[src/sv/assert_macros.svh]
// assertion macros used by the list engine datapath
`ifndef ASSERT_MACROS_SVH
`define ASSERT_MACROS_SVH

// property checked on every clock edge outside reset
`define PLE_ASSERT(lbl, prop, msg) \
    lbl: assert property (@(posedge i_clk) disable iff (!i_rst_n) \
        (prop)) else $error(msg);

// condition in one cycle implies a condition in the next one
`define PLE_ASSERT_NEXT(lbl, cond, nxt, msg) \
    lbl: assert property (@(posedge i_clk) disable iff (!i_rst_n) \
        (cond) |=> (nxt)) else $error(msg);

`endif

[src/sv/ple_pkg.sv]
// shared types and codes of the positional list engine
`default_nettype none

package ple_pkg;

    // request opcodes
    typedef enum logic [2:0] {
        CMD_INS_FRONT = 3'd0,
        CMD_INS_BACK  = 3'd1,
        CMD_INS_POS   = 3'd2,
        CMD_DEL_FRONT = 3'd3,
        CMD_DEL_BACK  = 3'd4,
        CMD_DEL_POS   = 3'd5,
        CMD_TRAVERSE  = 3'd6
    } t_cmd;

    // result status codes
    typedef enum logic [1:0] {
        ST_OK        = 2'd0,
        ST_FULL      = 2'd1,
        ST_EMPTY     = 2'd2,
        ST_NOT_FOUND = 2'd3
    } t_status;

    // controller states
    typedef enum logic [2:0] {
        S_IDLE,
        S_DECODE,
        S_WALK,
        S_INS2,
        S_DEL2,
        S_EMIT,
        S_TRAV
    } t_state;

    // what the decoded request needs
    typedef enum logic [2:0] {
        K_DONE,
        K_INS_FIRST,
        K_DEL_LAST,
        K_INS,
        K_DEL,
        K_TRAV
    } t_kind;

    // source of the store read address
    typedef enum logic [1:0] {
        RSEL_HEAD,
        RSEL_CUR,
        RSEL_NEXT
    } t_rsel;

    // commands from controller to datapath
    typedef struct packed {
        logic  load_req;
        logic  decode;
        t_rsel rsel;
        logic  step;
        logic  ins_first;
        logic  ins_link_new;
        logic  ins_link_prev;
        logic  del_last;
        logic  mark_victim;
        logic  del_finish;
        logic  emit_result;
        logic  emit_elem;
    } t_dp_cmd;

    // status from datapath to controller
    typedef struct packed {
        t_kind kind;
        logic  hops_zero;
        logic  out_free;
    } t_dp_stat;

endpackage

`default_nettype wire

[src/sv/positional_list_engine_unit.sv]
// positional list engine top level: controller and datapath
// sequence: error, empty-list insert and last-element delete go from decode straight to emit;
//   other inserts and deletes walk n links (up to count-1), then a link-finish state, then emit
// traverse: after decode, one element per cycle while the output can take it
// throughput: one request at a time, taken the cycle after its last result is loaded
// reset: synchronous, active low; clears head, fill count, free map, result valid and control state only
`default_nettype none

module positional_list_engine_unit import ple_pkg::*; #(
    parameter int CAPACITY    = 32,
    parameter int VALUE_WIDTH = 32
) (
    input  wire logic               i_clk,
    input  wire logic               i_rst_n,
    input  wire logic               i_in_valid,
    output logic                    o_in_ready,
    input  wire logic        [2:0]  i_cmd,
    input  wire logic signed [31:0] i_item_value,
    input  wire logic        [5:0]  i_position,
    output logic                    o_out_valid,
    input  wire logic               i_out_ready,
    output logic             [1:0]  o_status,
    output logic signed      [31:0] o_element_value,
    output logic                    o_last_of_run,
    output logic             [5:0]  o_element_count
);

    t_dp_cmd  ctl;
    t_dp_stat stat;

    // sequencer
    ple_ctrl u_ctrl (
        .i_clk      (i_clk),
        .i_rst_n    (i_rst_n),
        .i_in_valid (i_in_valid),
        .o_in_ready (o_in_ready),
        .i_stat     (stat),
        .o_ctl      (ctl)
    );

    // stores and registers
    ple_datapath #(
        .CAPACITY    (CAPACITY),
        .VALUE_WIDTH (VALUE_WIDTH)
    ) u_datapath (
        .i_clk           (i_clk),
        .i_rst_n         (i_rst_n),
        .i_ctl           (ctl),
        .o_stat          (stat),
        .i_cmd           (i_cmd),
        .i_item_value    (i_item_value),
        .i_position      (i_position),
        .o_out_valid     (o_out_valid),
        .i_out_ready     (i_out_ready),
        .o_status        (o_status),
        .o_element_value (o_element_value),
        .o_last_of_run   (o_last_of_run),
        .o_element_count (o_element_count)
    );

endmodule

`default_nettype wire

[src/sv/ple_ctrl.sv]
// controller state machine of the positional list engine
`default_nettype none

module ple_ctrl import ple_pkg::*; (
    input  wire logic     i_clk,
    input  wire logic     i_rst_n,
    input  wire logic     i_in_valid,
    output logic          o_in_ready,
    input  wire t_dp_stat i_stat,
    output t_dp_cmd       o_ctl
);

    t_state r_state;
    t_state n_state;

    // state register
    always_ff @(posedge i_clk) begin
        if (!i_rst_n) begin
            r_state <= S_IDLE;
        end else begin
            r_state <= n_state;
        end
    end

    // next state and datapath commands
    always_comb begin
        n_state    = r_state;
        o_in_ready = 1'b0;
        o_ctl      = '0;
        o_ctl.rsel = RSEL_CUR;
        unique case (r_state)
            S_IDLE: begin
                o_in_ready = 1'b1;
                if (i_in_valid) begin
                    o_ctl.load_req = 1'b1;
                    n_state        = S_DECODE;
                end
            end
            S_DECODE: begin
                o_ctl.decode = 1'b1;
                o_ctl.rsel   = RSEL_HEAD;
                unique case (i_stat.kind)
                    K_INS_FIRST: begin
                        o_ctl.ins_first = 1'b1;
                        n_state         = S_EMIT;
                    end
                    K_DEL_LAST: begin
                        o_ctl.del_last = 1'b1;
                        n_state        = S_EMIT;
                    end
                    K_INS, K_DEL: n_state = S_WALK;
                    K_TRAV:       n_state = S_TRAV;
                    default:      n_state = S_EMIT;
                endcase
            end
            S_WALK: begin
                // one link per cycle until the predecessor is reached
                if (!i_stat.hops_zero) begin
                    o_ctl.step = 1'b1;
                    o_ctl.rsel = RSEL_NEXT;
                end else if (i_stat.kind == K_INS) begin
                    o_ctl.ins_link_new = 1'b1;
                    n_state            = S_INS2;
                end else begin
                    o_ctl.mark_victim = 1'b1;
                    o_ctl.rsel        = RSEL_NEXT;
                    n_state           = S_DEL2;
                end
            end
            S_INS2: begin
                o_ctl.ins_link_prev = 1'b1;
                n_state             = S_EMIT;
            end
            S_DEL2: begin
                o_ctl.del_finish = 1'b1;
                n_state          = S_EMIT;
            end
            S_EMIT: begin
                if (i_stat.out_free) begin
                    o_ctl.emit_result = 1'b1;
                    n_state           = S_IDLE;
                end
            end
            S_TRAV: begin
                // one element per cycle while the output can take it
                if (i_stat.out_free) begin
                    o_ctl.emit_elem = 1'b1;
                    if (i_stat.hops_zero) begin
                        n_state = S_IDLE;
                    end else begin
                        o_ctl.step = 1'b1;
                        o_ctl.rsel = RSEL_NEXT;
                    end
                end
            end
            default: n_state = S_IDLE;
        endcase
    end

endmodule

`default_nettype wire

[src/sv/ple_datapath.sv]
// datapath of the positional list engine: slot stores, list registers, result register
`default_nettype none
`include "assert_macros.svh"

module ple_datapath import ple_pkg::*; #(
    parameter int CAPACITY    = 32,
    parameter int VALUE_WIDTH = 32
) (
    input  wire logic               i_clk,
    input  wire logic               i_rst_n,
    input  wire t_dp_cmd            i_ctl,
    output t_dp_stat                o_stat,
    input  wire logic        [2:0]  i_cmd,
    input  wire logic signed [31:0] i_item_value,
    input  wire logic        [5:0]  i_position,
    output logic                    o_out_valid,
    input  wire logic               i_out_ready,
    output logic             [1:0]  o_status,
    output logic signed      [31:0] o_element_value,
    output logic                    o_last_of_run,
    output logic             [5:0]  o_element_count
);

    localparam int SW   = $clog2(CAPACITY);
    localparam int CW   = $clog2(CAPACITY + 1);
    localparam int CMPW = CW + 7;

    // slot stores
    logic [VALUE_WIDTH-1:0] elem_mem [CAPACITY];
    logic [SW-1:0]          link_mem [CAPACITY];
    logic [VALUE_WIDTH-1:0] elem_q;
    logic [SW-1:0]          link_q;

    // list registers
    logic [SW-1:0]       r_head;
    logic [CW-1:0]       r_count;
    logic [CAPACITY-1:0] r_free;

    // latched request and walk registers
    logic [2:0]             r_cmd;
    logic [VALUE_WIDTH-1:0] r_value;
    logic [5:0]             r_pos;
    logic [SW-1:0]          r_idx;
    logic [CW-1:0]          r_hops;
    logic [SW-1:0]          r_slot;
    logic                   r_front;
    t_status                r_status;

    // result register
    logic         r_out_valid;
    t_status      r_out_status;
    logic [31:0]  r_out_value;
    logic         r_out_last;
    logic [5:0]   r_out_count;

    logic [SW-1:0]          free_slot;
    logic [SW-1:0]          raddr;
    logic                   link_we;
    logic [SW-1:0]          link_waddr;
    logic [SW-1:0]          link_wdata;
    logic                   elem_we;
    logic [SW-1:0]          elem_waddr;
    logic [63:0]            value_ext;
    logic [VALUE_WIDTH+31:0] elem_ext;
    logic [CW+5:0]          count_ext;
    logic                   out_free;
    logic                   hops_zero;

    t_kind                  d_kind;
    t_status                d_status;
    logic                   d_front;
    logic [CMPW-1:0]        d_hops;
    logic [CMPW-1:0]        cnt_w;
    logic [CMPW-1:0]        pos_w;

    // value fitting on the way in and out
    assign value_ext = {{32{i_item_value[31]}}, i_item_value};
    assign elem_ext  = {{32{elem_q[VALUE_WIDTH-1]}}, elem_q};
    assign count_ext = {6'd0, r_count};

    assign out_free  = !r_out_valid || i_out_ready;
    assign hops_zero = (r_hops == '0);

    // lowest free slot
    always_comb begin
        free_slot = '0;
        for (int i = CAPACITY - 1; i >= 0; i--) begin
            if (r_free[i]) begin
                free_slot = SW'(i);
            end
        end
    end

    // request decode against the current fill
    always_comb begin
        cnt_w    = CMPW'(r_count);
        pos_w    = CMPW'(r_pos);
        d_kind   = K_DONE;
        d_status = ST_OK;
        d_front  = 1'b0;
        d_hops   = cnt_w - CMPW'(1);
        unique case (r_cmd)
            CMD_INS_FRONT, CMD_INS_BACK, CMD_INS_POS: begin
                if (cnt_w >= CMPW'(CAPACITY)) begin
                    d_status = ST_FULL;
                end else if (cnt_w == '0) begin
                    d_kind = K_INS_FIRST;
                end else if (r_cmd == CMD_INS_POS &&
                             (pos_w == '0 || pos_w > cnt_w + CMPW'(1))) begin
                    d_status = ST_NOT_FOUND;
                end else begin
                    d_kind  = K_INS;
                    d_front = (r_cmd == CMD_INS_FRONT) ||
                              (r_cmd == CMD_INS_POS && pos_w == CMPW'(1));
                    if (r_cmd == CMD_INS_POS && pos_w != CMPW'(1)) begin
                        d_hops = pos_w - CMPW'(2);
                    end
                end
            end
            CMD_DEL_FRONT, CMD_DEL_BACK, CMD_DEL_POS: begin
                if (cnt_w == '0) begin
                    d_status = ST_EMPTY;
                end else if (r_cmd == CMD_DEL_POS &&
                             (pos_w == '0 || pos_w > cnt_w)) begin
                    d_status = ST_NOT_FOUND;
                end else if (cnt_w == CMPW'(1)) begin
                    d_kind = K_DEL_LAST;
                end else begin
                    d_kind  = K_DEL;
                    d_front = (r_cmd == CMD_DEL_FRONT) ||
                              (r_cmd == CMD_DEL_POS && pos_w == CMPW'(1));
                    if (r_cmd == CMD_DEL_BACK) begin
                        d_hops = cnt_w - CMPW'(2);
                    end else if (r_cmd == CMD_DEL_POS && pos_w != CMPW'(1)) begin
                        d_hops = pos_w - CMPW'(2);
                    end
                end
            end
            CMD_TRAVERSE: begin
                if (cnt_w == '0) begin
                    d_status = ST_EMPTY;
                end else begin
                    d_kind = K_TRAV;
                end
            end
            default: d_status = ST_OK;
        endcase
    end

    assign o_stat.kind      = d_kind;
    assign o_stat.hops_zero = hops_zero;
    assign o_stat.out_free  = out_free;

    // read address select
    always_comb begin
        unique case (i_ctl.rsel)
            RSEL_HEAD: raddr = r_head;
            RSEL_NEXT: raddr = link_q;
            default:   raddr = r_idx;
        endcase
    end

    // link store write port
    always_comb begin
        link_we    = 1'b0;
        link_waddr = r_idx;
        link_wdata = link_q;
        priority if (i_ctl.ins_first) begin
            link_we    = 1'b1;
            link_waddr = free_slot;
            link_wdata = free_slot;
        end else if (i_ctl.ins_link_new) begin
            link_we    = 1'b1;
            link_waddr = r_slot;
            link_wdata = link_q;
        end else if (i_ctl.ins_link_prev) begin
            link_we    = 1'b1;
            link_waddr = r_idx;
            link_wdata = r_slot;
        end else if (i_ctl.del_finish) begin
            link_we    = 1'b1;
            link_waddr = r_idx;
            link_wdata = link_q;
        end
    end

    assign elem_we    = i_ctl.ins_first || i_ctl.ins_link_prev;
    assign elem_waddr = i_ctl.ins_first ? free_slot : r_slot;

    // stores with registered read
    always_ff @(posedge i_clk) begin
        if (link_we) begin
            link_mem[link_waddr] <= link_wdata;
        end
        link_q <= link_mem[raddr];
    end

    always_ff @(posedge i_clk) begin
        if (elem_we) begin
            elem_mem[elem_waddr] <= r_value;
        end
        elem_q <= elem_mem[raddr];
    end

    // head, fill count, free map and result valid
    always_ff @(posedge i_clk) begin
        if (!i_rst_n) begin
            r_head      <= '0;
            r_count     <= '0;
            r_free      <= {CAPACITY{1'b1}};
            r_out_valid <= 1'b0;
        end else begin
            if (i_ctl.ins_first) begin
                r_head            <= free_slot;
                r_free[free_slot] <= 1'b0;
                r_count           <= r_count + CW'(1);
            end
            if (i_ctl.ins_link_prev) begin
                if (r_front) begin
                    r_head <= r_slot;
                end
                r_free[r_slot] <= 1'b0;
                r_count        <= r_count + CW'(1);
            end
            if (i_ctl.del_last) begin
                r_head         <= '0;
                r_free[r_head] <= 1'b1;
                r_count        <= r_count - CW'(1);
            end
            if (i_ctl.del_finish) begin
                if (r_front) begin
                    r_head <= link_q;
                end
                r_free[r_slot] <= 1'b1;
                r_count        <= r_count - CW'(1);
            end
            if (i_ctl.emit_result || i_ctl.emit_elem) begin
                r_out_valid <= 1'b1;
            end else if (i_out_ready) begin
                r_out_valid <= 1'b0;
            end
        end
    end

    // request, walk and result payload
    always_ff @(posedge i_clk) begin
        if (i_ctl.load_req) begin
            r_cmd   <= i_cmd;
            r_value <= value_ext[VALUE_WIDTH-1:0];
            r_pos   <= i_position;
        end
        if (i_ctl.decode) begin
            r_status <= d_status;
            r_front  <= d_front;
            r_hops   <= d_hops[CW-1:0];
            r_idx    <= r_head;
            r_slot   <= free_slot;
        end
        if (i_ctl.step) begin
            r_idx  <= link_q;
            r_hops <= r_hops - CW'(1);
        end
        if (i_ctl.mark_victim) begin
            r_slot <= link_q;
        end
        if (i_ctl.emit_result) begin
            r_out_status <= r_status;
            r_out_value  <= '0;
            r_out_last   <= 1'b1;
            r_out_count  <= count_ext[5:0];
        end else if (i_ctl.emit_elem) begin
            r_out_status <= ST_OK;
            r_out_value  <= elem_ext[31:0];
            r_out_last   <= hops_zero;
            r_out_count  <= count_ext[5:0];
        end
    end

    assign o_out_valid     = r_out_valid;
    assign o_status        = r_out_status;
    assign o_element_value = r_out_value;
    assign o_last_of_run   = r_out_last;
    assign o_element_count = r_out_count;

    // consistency checks
    `PLE_ASSERT(a_count_range, r_count <= CW'(CAPACITY), "fill count above capacity")
    `PLE_ASSERT(a_free_balance, ($countones(r_free) + int'(r_count)) == CAPACITY, "free map off")
    `PLE_ASSERT(a_emit_room, (i_ctl.emit_result || i_ctl.emit_elem) |-> out_free, "result lost")
    `PLE_ASSERT_NEXT(a_emit_valid, i_ctl.emit_result || i_ctl.emit_elem, r_out_valid, "not valid")

endmodule

`default_nettype wire
[config.mk]
export PLATFORM = sky130hd
export DESIGN_NAME = positional_list_engine_unit
export DESIGN_NICKNAME = d
export VERILOG_FILES = /design/src/sv/ple_pkg.sv /design/src/sv/positional_list_engine_unit.sv /design/src/sv/ple_ctrl.sv /design/src/sv/ple_datapath.sv
export VERILOG_INCLUDE_DIRS = /design/src /design/src/sv
export SDC_FILE = /design/constraint.sdc
export NUM_CORES = 2
export LEC_CHECK = 0
export ABC_AREA = 1
export ABC_CLOCK_PERIOD_IN_PS = 7200
export BUFFER_PORTS_ARGS = -buffer_cell sky130_fd_sc_hd__buf_2
export CORE_ASPECT_RATIO = 0.5
export CORE_MARGIN = 2
export CORE_UTILIZATION = 50
export DETAILED_ROUTE_END_ITERATION = 6
export PLACE_DENSITY = 0.66
export SLEW_MARGIN = 15
export SYNTH_ARGS = -nofsm -noshare
export SYNTH_HDL_FRONTEND = slang
export SYNTH_SLANG_ARGS = --single-unit
[constraint.sdc]
create_clock -name i_clk -period 7.2 [get_ports i_clk]
set_input_delay 0.36 -clock i_clk [delete_from_list [all_inputs] [get_ports i_clk]]
set_output_delay 0.36 -clock i_clk [all_outputs]
set_load 0.005 [all_outputs]
==> results.py <==
metrics = {
    "setup_path": {
        "path_buf_inv": 6,
        "path_max_fanout": 23,
        "critPathArrivalTime_ns": 6.55,
        "cpMaxStageDelayCell": "nor2_4",
        "worstSetupPathType": "reg2reg",
        "critical-path-top-cell-by-count": "nand2_1",
        "worst_setup_path_start_kind": "flip-flop",
        "cp_top_family": "simple AND/OR/NAND/NOR gates",
        "crit_chain": "inv_1, ha_1, inv_1, ha_1, nand2_1, o21ai_1, a21oi_1, o21ai_1, o311ai_1, nand2_1, nand2_2, inv_2, a21oi_2, nand2_1, nand2_1, inv_2, nor2_2, inv_2, nor3_4, nand2_1, o21ai_0, nand2_1, nor2_4, buf_4",
        "cp_endpoint_kind": "flip-flop",
        "cpPeakStageDelay_ns": 0.82,
        "timing.critical_path.required_ns": 7.65,
    },
    "final_layout": {
        "drive_gt1_share_pct": 8.990,
        "multi_input_area_um2": 14960,
        "final_nets": 5471,
        "filler_cell_count": 9521,
        "areaGrowthSynthToFinish_pct": 12.06,
        "seqCellArea_um2": 39940,
    },
    "sta": {
        "drv_slew": 0,
        "worst-slew-pin-transition_ns": 1.174,
        "timing.slew.headroom_pct": 21.76,
        "fin_crit_sh_pct": 84.79,
        "timing.final.hold_violations": 0,
        "min_period_ns": 6.105,
        "setup_viol": 0,
        "final.setup_skew_ns": 0.03578,
        "grt_setup_unrepaired": "no",
        "max_clock_freq_mhz": 163.8,
        "summed_negative_setup_slack_over_all_endpoints_ns": 0,
    },
    "yosys": {
        "synth_area_leaders": "edfxtp_1 64%, inv_1 4.6%, nand2_1 4.5%",
        "synthDistinctLibCells": 55,
        "synth_seq_area_share_pct": 67.89,
        "synthesis.instances": 5293,
        "synth_warnings": 0,
        "synth_enable_flop_cells": 1252,
        "synth_area_per_cell_um2": 11.11,
        "synth_most_common_cell": "edfxtp_1",
        "post_synth_instance_area_um2": 58830,
        "most_frequently_used_flop_master_after_synthesis": "edfxtp_1",
        "yosys.area.top_type": "edfxtp_1",
        "postSynthRegisterBits": 1369,
        "mappedNetlistNets": 5359,
        "netlist.area_leader.share_pct": 63.91,
        "yosys-top-cells-count": "1252 x edfxtp_1, 728 x inv_1, 709 x nand2_1",
        "postSynth.asyncResetShare_pct": 0,
    },
    "worst_hold_path": {
        "timing.hold.worst.class": "in2reg",
    },
    "cts": {
        "post_cts_repair_resize_count": 0,
        "setup_fix_buffers_added_after_clock_tree_synthesis": 0,
        "max_buffers_root_to_sink": 3,
        "clock_tree_from_tritoncts": "built",
        "cts-buffers-inserted": 119,
        "ctsHtreeMaxLevel": 3,
        "clkSlewWorstSetupHoldPaths_ns": 0.07,
        "clock-sinks": 1369,
        "clk_latency_ns": 0.75,
        "holdBufCountCts": 43,
        "root_buffer": "clkbuf_16",
    },
    "drt": {
        "drt-pass1-iter-count": 6,
        "detail_route.wl_per_cell_um": 21.82,
        "viasPerCell": 5.527,
        "ant_nets": 0,
        "via_count_of_the_routed_design": 39150,
        "initialDrtViolationCount": 4441,
        "final_routed_wirelength_mm": 154.6,
        "drcViolationCount": 0,
    },
    "die": {
        "floorplan.initialDensity_pct": 50.74,
        "core_region_area_um2": 115900,
        "die_h_um": 246.5,
        "ios": 88,
        "die_area_um2": 120600,
        "fp-row-count": 88,
        "chip_width_um": 489.1,
    },
    "grt": {
        "maximum_number_of_pins_on_one_net_before_global_route_repair": 149,
        "grt_antenna_before_repair": 1,
        "first_global_vias": 37560,
        "grt-ovfl-total": 0,
        "wire_length_of_the_first_global_routing_pass_mm": 231.5,
        "groute.usage.overall_pct": 25.55,
    },
    "placement": {
        "place_hpwl_mm": 91.98,
        "routability_congestion_estimate_from_global_placement": 0.9247,
        "port_buffers": 87,
    },
    "pwr": {
        "power.leakage_nw": 24.88,
        "ir_worst_vdd_v": 0.0005125,
        "total_power_mw": 31.13,
        "powerDensity_nw_per_um2": 472.2,
    },
    "run_status": {
        "run_status": "finished clean",
    },
    "run": {
        "max_cap_violations": 0,
    },
}
cell usage in the layout, fill, tap and decap left out, types with 4 or more instances in the layout:
master / count
nand2_1: 707
buf_2: 87
inv_1: 727
mux2i_1: 74
nand3_1: 178
o21bai_1: 9
buf_12: 30
inv_2: 13
clkinv_1: 28
xor2_1: 7
clkbuf_16: 120
edfxtp_1: 1252
clkbuf_1: 10
dlygate4sd3_1: 43
a221oi_1: 5
nor2_4: 34
bufinv_16: 16
nand2_2: 6
nor3_1: 44
o21ai_1: 188
clkinvlp_4: 11
nor2_1: 459
a22oi_1: 4
nor4_1: 4
a211oi_1: 34
o21ai_0: 518
o21ai_4: 5
o21ai_2: 4
dfxtp_1: 117
nor3_2: 5
nor2_2: 4
buf_4: 101
a21oi_1: 288
nor3b_1: 224
xnor2_1: 6
a31oi_1: 42
clkinv_2: 28
ha_1: 21
cells by family (layout without fill, tap and decap cells):
kind of cell,after synthesis,after routing,synth area share (%)
AOI/OAI and AO/OA,1121,1121,10.03
muxes,74,74,1.259
other,0,2,0
xor gates and xnor gates,13,13,0.1936
adders and majority gates,21,21,0.4467
DFF,1369,1369,67.89
buffers and inverters,1016,1229,7.263
and+or+nand+nor,1679,1679,12.91
registers in the layout, summed over array words and instances (netlist names), 6 cells and up:
register and cells:
u_datapath.r_count 6, u_datapath.r_free 32, u_datapath.o_element_count 6, u_datapath.link_mem 160, u_datapath.r_pos 6, u_datapath.r_value 32
u_datapath.o_element_value 32, u_datapath.elem_mem 1024, u_datapath.r_hops 6, u_datapath.elem_q 32
routing by layer:
| layer | vias to the layer above | routed length [µm] | GRT usage (%) |
|---|---|---|---|
| li1 | 18390 | - | - |
| met1 | 18960 | 67520 | 36.40 |
| met2 | 1557 | 69120 | 39.73 |
| met3 | 240 | 13770 | 5.315 |
| met4 | 0 | 4158 | 7.367 |
| met5 | - | 0 | 0 |
worst min-delay path: stages:
cell and delay, ns:
buf_2 0.10, inv_1 0.13, a21oi_1 0.14, nand2_1 0.08, a21oi_1 0.05
worst paths after layout:
| check | startpoint | endpoint | slack [ns] | depth (start not counted) |
|---|---|---|---|---|
| hold / removal | i_in_valid | u_ctrl.r_state[1]$_SDFFE_PN0P_ | 0.16 | 5 |
| setup reg to reg | u_datapath.r_count[0]$_SDFFE_PN0P_ | u_datapath.elem_mem[11][12]$_DFFE_PP_ | 1.10 | 24 |
| hold reg to reg | u_datapath.o_element_value[21]$_SDFFE_PP0P_ | u_datapath.o_element_value[21]$_SDFFE_PP0P_ | 0.48 | 2 |
| setup / recovery | u_datapath.r_count[0]$_SDFFE_PN0P_ | u_datapath.elem_mem[11][12]$_DFFE_PP_ | 1.10 | 24 |
power by group:
part           switching, mW  internal [mW]
Combinational           10.1           4.20
Sequential             0.344           9.90
Clock                   2.96           3.66
Total                   13.4           17.8
metrics by stage:
step / instances / hold WS, ns / instance area [µm²] / worst slack (ns) / utilization (%)
floorplan: 5293 / 0.4029 / 58830 / 2.087 / -
global placement: 6811 / 0.4574 / 61420 / 1.238 / 52.98
detailed placement: 6811 / 0.4683 / 61420 / 1.220 / 52.98
CTS: 7076 / 0.09543 / 65820 / 1.208 / 56.77
global route: 7081 / 0.1724 / 65920 / 0.6824 / 56.85
finish: 7083 / 0.1598 / 65920 / 1.095 / 56.86
final cells by class:
class                   instances  share of cell area (%)
clock buffers                 133                   4.675
multi-input cells            2908                   22.70
flip-flops and latches       1369                   60.58
clock inverters                89                   1.351
diodes                          2                0.007592
repair buffers                264                   3.456
well taps                    1575                   2.989
inverters                     743                   4.240
(Power assumes the default switching activity.)
